[src/hdl/kth_free_slot_insertion_order_core_defines.svh]
// Assertion macros for the free-slot insertion order core.
// Needs a clock named clk and a reset named rst in the including scope.
`ifndef KTH_FREE_SLOT_INSERTION_ORDER_CORE_DEFINES_SVH
`define KTH_FREE_SLOT_INSERTION_ORDER_CORE_DEFINES_SVH

// Same-cycle implication, ignored during reset
`define KFS_ASSERT_IMPL(label, ante, cons, msg) \
  label: assert property (@(posedge clk) disable iff (rst) (ante) |-> (cons)) \
    else $error(msg);

// Next-cycle implication, ignored during reset
`define KFS_ASSERT_NEXT(label, ante, cons, msg) \
  label: assert property (@(posedge clk) disable iff (rst) (ante) |=> (cons)) \
    else $error(msg);

`endif

[src/hdl/kfs_pkg.sv]
// Shared types and constants for the free-slot insertion order core.
// No dependencies.
`default_nettype none

package kfs_pkg;

  localparam int POS_W = 6;
  localparam int VAL_W = 16;
  localparam int CMP_W = POS_W + 1;

  typedef struct packed {
    logic [POS_W-1:0] position;
    logic [VAL_W-1:0] item_value;
    logic             is_final;
  } item_t;

  typedef struct packed {
    logic [POS_W-1:0] slot_index;
    logic [VAL_W-1:0] slot_value;
    logic             end_of_line;
  } slot_t;

  typedef enum logic [5:0] {
    S_LOAD    = 6'b000001,
    S_BUILD   = 6'b000010,
    S_FETCH   = 6'b000100,
    S_DESCEND = 6'b001000,
    S_EMIT_RD = 6'b010000,
    S_SHOW    = 6'b100000
  } state_t;

  typedef struct packed {
    logic accept;
    logic build_step;
    logic fetch;
    logic descend;
    logic emit_rd;
    logic emit_adv;
  } ctrl_cmd_t;

  typedef struct packed {
    logic build_last;
    logic desc_last;
    logic last_item;
    logic emit_last;
  } ctrl_sts_t;

endpackage

`default_nettype wire

[src/hdl/kfs_ctrl.sv]
// Sequencer for the free-slot insertion order core: load, build, descend, emit.
// Depends on kfs_pkg.
`default_nettype none

module kfs_ctrl (
  input  wire                 clk,
  input  wire                 rst,
  input  wire                 item_valid,
  input  wire                 item_final,
  input  wire                 slot_stall,
  input  kfs_pkg::ctrl_sts_t  sts,
  output logic                item_stall,
  output logic                slot_valid,
  output kfs_pkg::ctrl_cmd_t  cmd
);

  kfs_pkg::state_t state, state_next;

  // Hold the state register
  always_ff @(posedge clk) begin
    if (rst) begin
      state <= kfs_pkg::S_LOAD;
    end else begin
      state <= state_next;
    end
  end

  // Decode commands and the next state
  always_comb begin
    state_next = state;
    cmd        = '0;
    case (state)
      kfs_pkg::S_LOAD: begin
        cmd.accept = item_valid;
        if (item_valid && item_final) state_next = kfs_pkg::S_BUILD;
      end
      kfs_pkg::S_BUILD: begin
        cmd.build_step = 1'b1;
        if (sts.build_last) state_next = kfs_pkg::S_FETCH;
      end
      kfs_pkg::S_FETCH: begin
        cmd.fetch  = 1'b1;
        state_next = kfs_pkg::S_DESCEND;
      end
      kfs_pkg::S_DESCEND: begin
        cmd.descend = 1'b1;
        if (sts.desc_last) begin
          state_next = sts.last_item ? kfs_pkg::S_EMIT_RD : kfs_pkg::S_FETCH;
        end
      end
      kfs_pkg::S_EMIT_RD: begin
        cmd.emit_rd = 1'b1;
        state_next  = kfs_pkg::S_SHOW;
      end
      kfs_pkg::S_SHOW: begin
        if (!slot_stall) begin
          cmd.emit_adv = 1'b1;
          state_next   = sts.emit_last ? kfs_pkg::S_LOAD : kfs_pkg::S_EMIT_RD;
        end
      end
      default: begin
        state_next = kfs_pkg::S_LOAD;
      end
    endcase
  end

  assign item_stall = (state != kfs_pkg::S_LOAD);
  assign slot_valid = (state == kfs_pkg::S_SHOW);

endmodule

`default_nettype wire

[src/hdl/kfs_datapath.sv]
// Datapath: item store, left-count tree, arranged line and their counters.
// Depends on kfs_pkg; driven by kfs_ctrl commands.
`default_nettype none

module kfs_datapath #(
  parameter int CAPACITY = 64
) (
  input  wire                 clk,
  input  wire                 rst,
  input  kfs_pkg::item_t      item,
  input  kfs_pkg::ctrl_cmd_t  cmd,
  output kfs_pkg::ctrl_sts_t  sts,
  output kfs_pkg::slot_t      slot
);

  localparam int POS_W  = kfs_pkg::POS_W;
  localparam int VAL_W  = kfs_pkg::VAL_W;
  localparam int CMP_W  = kfs_pkg::CMP_W;
  localparam int LEVELS = (CAPACITY > 1) ? $clog2(CAPACITY) : 1;
  localparam int LEAVES = 1 << LEVELS;
  localparam int CW     = $clog2(CAPACITY + 1);
  localparam int LW     = (LEVELS > 1) ? $clog2(LEVELS) : 1;
  localparam int AW     = LEVELS + 1;

  // Stores
  logic [POS_W+VAL_W-1:0] item_mem [CAPACITY];
  logic [LEVELS-1:0]      free_count_tree [LEAVES];
  logic [VAL_W-1:0]       line_mem [CAPACITY];

  logic [POS_W+VAL_W-1:0] entry_q;
  logic [LEVELS-1:0]      tree_q;
  logic [VAL_W-1:0]       line_q;

  logic [CW-1:0]     count, count_inc, n_items, remain, remain_m1, emit_idx;
  logic [LW-1:0]     lvl, dlev;
  logic [LEVELS-1:0] off, off_max, node_b, left_b;
  logic [LEVELS-1:0] node, rank, rank_cur, rank_next, child;
  logic [AW-1:0]     lo, half, span, n_ext;
  logic [CMP_W-1:0]  pos_e, im1_e;
  logic              go_left, build_last, desc_last;

  // Load: keep the item while there is room
  assign count_inc = (count < CW'(CAPACITY)) ? count + CW'(1) : count;

  always_ff @(posedge clk) begin
    if (cmd.accept && (count < CW'(CAPACITY))) begin
      item_mem[count[LEVELS-1:0]] <= {item.position, item.item_value};
    end
  end

  always_ff @(posedge clk) begin
    if (rst) begin
      count <= '0;
    end else if (cmd.accept) begin
      count <= item.is_final ? '0 : count_inc;
    end
  end

  // Build sweep: one internal node a cycle, level by level
  assign off_max = (LEVELS'(1) << lvl) - LEVELS'(1);
  assign node_b  = (LEVELS'(1) << lvl) | off;
  assign lo      = AW'(off) << (LEVELS - int'(lvl));
  assign half    = AW'(1) << (LEVELS - 1 - int'(lvl));
  assign n_ext   = AW'(n_items);
  assign span    = n_ext - lo;
  assign left_b  = (n_ext <= lo) ? '0 : ((span >= half) ? LEVELS'(half) : LEVELS'(span));
  assign build_last = (lvl == LW'(LEVELS - 1)) && (off == off_max);

  // Descent: each node holds the free count of its left subtree
  assign remain_m1 = remain - CW'(1);
  assign pos_e     = CMP_W'(entry_q[POS_W+VAL_W-1:VAL_W]);
  assign im1_e     = CMP_W'(remain_m1);
  assign rank_cur  = (dlev != '0) ? rank :
                     ((pos_e > im1_e) ? LEVELS'(remain_m1)
                                      : LEVELS'(entry_q[POS_W+VAL_W-1:VAL_W]));
  assign go_left   = tree_q > rank_cur;
  assign rank_next = go_left ? rank_cur : rank_cur - tree_q;
  assign child     = LEVELS'({node, !go_left});
  assign desc_last = (dlev == LW'(LEVELS - 1));

  // Advance counters of the run
  always_ff @(posedge clk) begin
    if (cmd.accept && item.is_final) begin
      n_items  <= count_inc;
      remain   <= count_inc;
      emit_idx <= '0;
      lvl      <= '0;
      off      <= '0;
    end
    if (cmd.build_step) begin
      if (off == off_max) begin
        lvl <= lvl + LW'(1);
        off <= '0;
      end else begin
        off <= off + LEVELS'(1);
      end
    end
    if (cmd.fetch) begin
      node    <= LEVELS'(1);
      dlev    <= '0;
      entry_q <= item_mem[remain_m1[LEVELS-1:0]];
    end
    if (cmd.descend) begin
      rank <= rank_next;
      node <= child;
      dlev <= dlev + LW'(1);
      if (desc_last) remain <= remain_m1;
    end
    if (cmd.emit_adv) emit_idx <= emit_idx + CW'(1);
  end

  // Tree memory: one write, one registered read a cycle
  always_ff @(posedge clk) begin
    if (cmd.build_step) begin
      free_count_tree[node_b] <= left_b;
    end else if (cmd.descend && go_left) begin
      free_count_tree[node] <= tree_q - LEVELS'(1);
    end
    if (cmd.fetch) begin
      tree_q <= free_count_tree[LEVELS'(1)];
    end else if (cmd.descend && !desc_last) begin
      tree_q <= free_count_tree[child];
    end
  end

  // Arranged line: place at the leaf, read back in slot order
  always_ff @(posedge clk) begin
    if (cmd.descend && desc_last) begin
      line_mem[child] <= entry_q[VAL_W-1:0];
    end
    if (cmd.emit_rd) begin
      line_q <= line_mem[emit_idx[LEVELS-1:0]];
    end
  end

  assign sts.build_last = build_last;
  assign sts.desc_last  = desc_last;
  assign sts.last_item  = (remain == CW'(1));
  assign sts.emit_last  = ((emit_idx + CW'(1)) == n_items);

  assign slot.slot_index  = POS_W'(emit_idx);
  assign slot.slot_value  = line_q;
  assign slot.end_of_line = ((emit_idx + CW'(1)) == n_items);

endmodule

`default_nettype wire

[src/hdl/kth_free_slot_insertion_order_core.sv]
// Top level of the free-slot insertion order core.
// Depends on kfs_pkg, kfs_ctrl, kfs_datapath and the assertion macro header.
//
// Usage: items (position, item_value, is_final) arrive on the item channel,
// one beat per cycle while the block is loading. A beat with is_final set
// closes the sequence; beats beyond CAPACITY are dropped, a dropped final
// beat still closes it. The item channel then stalls while the line is
// rebuilt: a build sweep over the L levels of the tree (L = clog2(CAPACITY),
// 6 for 64), then for each of the n stored items one fetch and a descent
// of one tree level a cycle through the tree memory. After that the n
// slots leave on the slot channel in slot order, each beat a registered
// memory read, then a show; end_of_line marks the last.
// A stall on the slot channel holds the current beat and pauses emission.
// Loading resumes the cycle after the last beat is taken. Reset empties the
// item count and returns to loading; the stores need no clearing, as every
// run rewrites each entry before it reads it.
`default_nettype none

`include "kth_free_slot_insertion_order_core_defines.svh"

module kth_free_slot_insertion_order_core #(
  parameter int CAPACITY = 64
) (
  input  wire             clk,
  input  wire             rst,
  input  kfs_pkg::item_t  item,
  input  wire             item_valid,
  output logic            item_stall,
  output kfs_pkg::slot_t  slot,
  output logic            slot_valid,
  input  wire             slot_stall
);

  kfs_pkg::ctrl_cmd_t cmd;
  kfs_pkg::ctrl_sts_t sts;

  // Sequencer
  kfs_ctrl u_ctrl (
    .clk        (clk),
    .rst        (rst),
    .item_valid (item_valid),
    .item_final (item.is_final),
    .slot_stall (slot_stall),
    .sts        (sts),
    .item_stall (item_stall),
    .slot_valid (slot_valid),
    .cmd        (cmd)
  );

  // Stores and arithmetic
  kfs_datapath #(
    .CAPACITY (CAPACITY)
  ) u_datapath (
    .clk  (clk),
    .rst  (rst),
    .item (item),
    .cmd  (cmd),
    .sts  (sts),
    .slot (slot)
  );

  // Checks on the sequencing
  `KFS_ASSERT_IMPL(a_no_overlap, slot_valid, item_stall, "slot beat while loading")
  `KFS_ASSERT_NEXT(a_final_stalls, item_valid && !item_stall && item.is_final, item_stall && !slot_valid, "final beat did not start the run")
  `KFS_ASSERT_NEXT(a_eol_reloads, slot_valid && !slot_stall && slot.end_of_line, !item_stall && !slot_valid, "no return to loading after last slot")

endmodule

`default_nettype wire

[config.mk]
export PLATFORM = sky130hd
export DESIGN_NAME = kth_free_slot_insertion_order_core
export DESIGN_NICKNAME = d
export VERILOG_FILES = /design/src/hdl/kfs_pkg.sv /design/src/hdl/kfs_ctrl.sv /design/src/hdl/kfs_datapath.sv /design/src/hdl/kth_free_slot_insertion_order_core.sv
export VERILOG_INCLUDE_DIRS = /design/src /design/src/hdl
export SDC_FILE = /design/constraint.sdc
export NUM_CORES = 2
export LEC_CHECK = 0
export BUFFER_PORTS_ARGS = -buffer_cell sky130_fd_sc_hd__buf_4
export CORE_ASPECT_RATIO = 1.75
export CORE_UTILIZATION = 65
export CTS_BUF_LIST = sky130_fd_sc_hd__clkbuf_8
export DETAILED_ROUTE_END_ITERATION = 7
export PLACE_DENSITY = 0.81
export SYNTH_ARGS = -nofsm -noshare
export SYNTH_HDL_FRONTEND = slang
export SYNTH_HIERARCHICAL = 1
export SYNTH_SLANG_ARGS = --single-unit
[constraint.sdc]
create_clock -name clk -period 15.4 [get_ports clk]
set_input_delay 0.77 -clock clk [delete_from_list [all_inputs] [get_ports clk]]
set_output_delay 0.77 -clock clk [all_outputs]
set_load 0.01 [all_outputs]
==> run summary <==
status = complete, no violations
CP required = 16.06 ns
Crit path max-delay family = compound AO/OA/AOI/OAI gates
async set or reset register ratio after synthesis = 0%
Fmax achieved = 120 MHz
Primary FF master, synth = edfxtp_1
final std cells w/o fill = 7974
crit path time final = 8.35 ns
Slew Limit Fails = 0
hold-fix buffers at CTS = 0
worst skew pair latency = 0.97 ns
worst clock skew = 0.0917 ns
DR pass1 iterations = 8
fin crit share = 54.2%
H-tree depth = 5
share of the synthesized area in the top cell type = 76.8%
synth warn = 6
Post-synth EDFFs = 2895
setup repair after global routing missed its margin = no
Die ar. = 176000 µm²
worst-path cell chain = inv_1 > ha_4 > ha_1 > nor2b_1 > o21a_1 > o221ai_1 > a211oi_1 > a211o_1 > nor2_1 > a211oi_1 > a21oi_1 > ha_1 > inv_1 > fa_1 > a211o_4 > a21oi_4 > buf_4 > nor3_4 > buf_4 > a22oi_1 > and4_1 > nor2_1 > nor4_1 > a41oi_1
Worst path slowest cell = nor4_1
largest family of logic cells by synthesized area = multiplexers
flops & latches, synth = 2918
Num Clock Sinks = 2918
mapped cell area = 113000 µm²
share of cells above drive strength 1 = 29.0%
post-synthesis cell count = 5058
Setup violations, final = 0
max_slew headroom = 9.30%
register area = 87400 µm²
synth cell count leaders = edfxtp_1, mux4_2, nor2_1
Syn Nets = 5130
Crit. End Element = register
HPWL Detailed = 173 mm
die height = 554 µm
Synth Area in Compound Gates = 2.14%
pwr dens = 129 nW/µm²
post-synthesis sequential area ratio = 77.2%
setup TNS = 0 ns
vias post-DR = 55300
area taken by multi-input logic gates = 24900 µm²
startpoint types = register
Starting Density = 65.4%
count leader, synth = edfxtp_1
placed insts = 7279
Clock Root Buffer = clkbuf_8
Clock transition at path regs = 0.07 ns
Post-CTS Setup Repair Bufs = 0
critical path peak fanout = 61
clk buf depth = 4
CTS tree = done
number of vias per cell = 6.94
Cell variety after synth = 85
largest net degree at the start of global routing = 151
Post-layout nets = 5493
DRC Markers = 0
crit path kind = reg -> reg
row count = 202
final hold violations = 0
Resized Gates After CTS = 0
core box area = 173000 µm²
synth-to-layout area growth = 9.84%
Post-Synth Simple-Gate Area = 2.30%
post-synth top area cell = edfxtp_1
wire per inst = 34.9 µm
syn_area_per_cell = 22.4 µm²
mux share of post-synthesis cell area = 16.3%
vias in the first global route = 57800
Adder-Cell Fraction of Synth Area = 0.510%
Tightest Hold Check Type = in -> reg
worst vdd ir = 0.000199 V
PortBufs = 51
Fillers = 9262
post-synthesis xor/xnor area fraction = 0.378%
Final ANT Viol Nets = 0
Pleak = 39.2 nW
Max Cap Viol = 0
GR Overflow Total = 0
drt first-iter violations = 6615
Buf/Inv on CP = 4
slowest stage delay, CP = 1.05 ns
die width = 318 µm
total global-route track usage = 32.2%
worst slew pin tran = 1.36 ns
clock buffer count from CTS = 384
Top Ports = 52
data arrival time of the worst path = 9.01 ns
final wirelength = 279 mm
synth top area cells = edfxtp_1, mux4_2, nor2_1
first-pass GRT wire length = 399 mm
initial antenna violation count = 13
GP Congestion = 0.997
## logic make-up after synthesis
logic type               count (synthesis)
AND/OR/NAND/NOR                        565
XOR/XNOR                                48
AO/OA/AOI/OAI                          331
adder cells (fa/ha/maj)                 45
buffers and inverters                  311
multiplexers                           840
flip-flops                            2918
## registers in the layout, summed over array words and instances, names as in the netlist, 6 cells and up
name                        cells
u_datapath/emit_idx             7
u_datapath/free_count_tree    384
u_datapath/line_mem          1024
u_datapath/remain               7
u_datapath/entry_q             22
u_datapath/count                7
u_datapath/line_q              16
u_datapath/tree_q               6
u_datapath/off                  6
u_datapath/node                 6
u_datapath/item_mem          1408
u_datapath/rank                 6
u_ctrl/state                    6
u_datapath/n_ext                7
## metrics by stage
step                power, W  hold slack [ns]  cell area, µm²  setup slack, ns  utilization [%]
CTS                   0.0161           0.0427          124000             7.23             71.8
finish                0.0160            0.118          124000             7.05             71.8
global placement      0.0106            0.565          117000             7.34             67.7
detailed placement    0.0107            0.593          117000             7.28             67.7
global route          0.0165           0.0914          124000             6.66             71.8
floorplan             0.0101            0.509          113000             8.23                -
## layout by cell type (no fill, tap or decap), types with 49 or more instances in the layout
cell type	instances
edfxtp_1	2895
mux4_2	805
clkbuf_8	396
buf_4	240
nor2_1	194
inv_1	150
nand2_1	122
clkinv_1	88
a22oi_1	77
nor2_2	72
clkinv_2	56
a21oi_1	49
## worst paths after layout
check | cells past startpoint | end | from | slack (ns)
worst min-delay path | 3 | u_ctrl/state[5] | slot_stall | 0.12
worst max register to register | 24 | u_datapath/tree_q[0] | u_datapath/remain[0] | 7.05
worst min register to register | 2 | u_datapath/lvl[2] | u_datapath/lvl[2] | 0.61
worst max-delay path | 24 | u_datapath/tree_q[0] | u_datapath/remain[0] | 7.05
## metal layers
| metal | global-route usage, % | share of wire (%) |
|---|---|---|
| met1 | 34.5 | 30 |
| met2 | 57.4 | 53 |
| met3 | 5.23 | 7.3 |
| met4 | 23.8 | 9.1 |
| met5 | 0 | 0.036 |
## final cells by class
class	instances	share of cell area (%)
Timing Repair Buffer	245	1.53
Clock inverter	292	1.41
Clock buffer	396	4.38
Tap cell	2244	2.26
Multi-Input combinational cell	1829	20.0
Inverter	43	0.130
Antenna cell	7	0.0141
Sequential cell	2918	70.3
## power breakdown
part	internal [W]	total (W)	switching, W
registers	0.00874	0.00876	0.0000221
logic	0.000819	0.00177	0.000954
clock network	0.00271	0.00548	0.00277
total	0.0123	0.0160	0.00375
## tightest hold or removal path, stage by stage
cell and delay (ns):
buf_4 0.11, a21oi_1 0.06, nor2_1 0.07
Power figures use the tool's default switching activity.
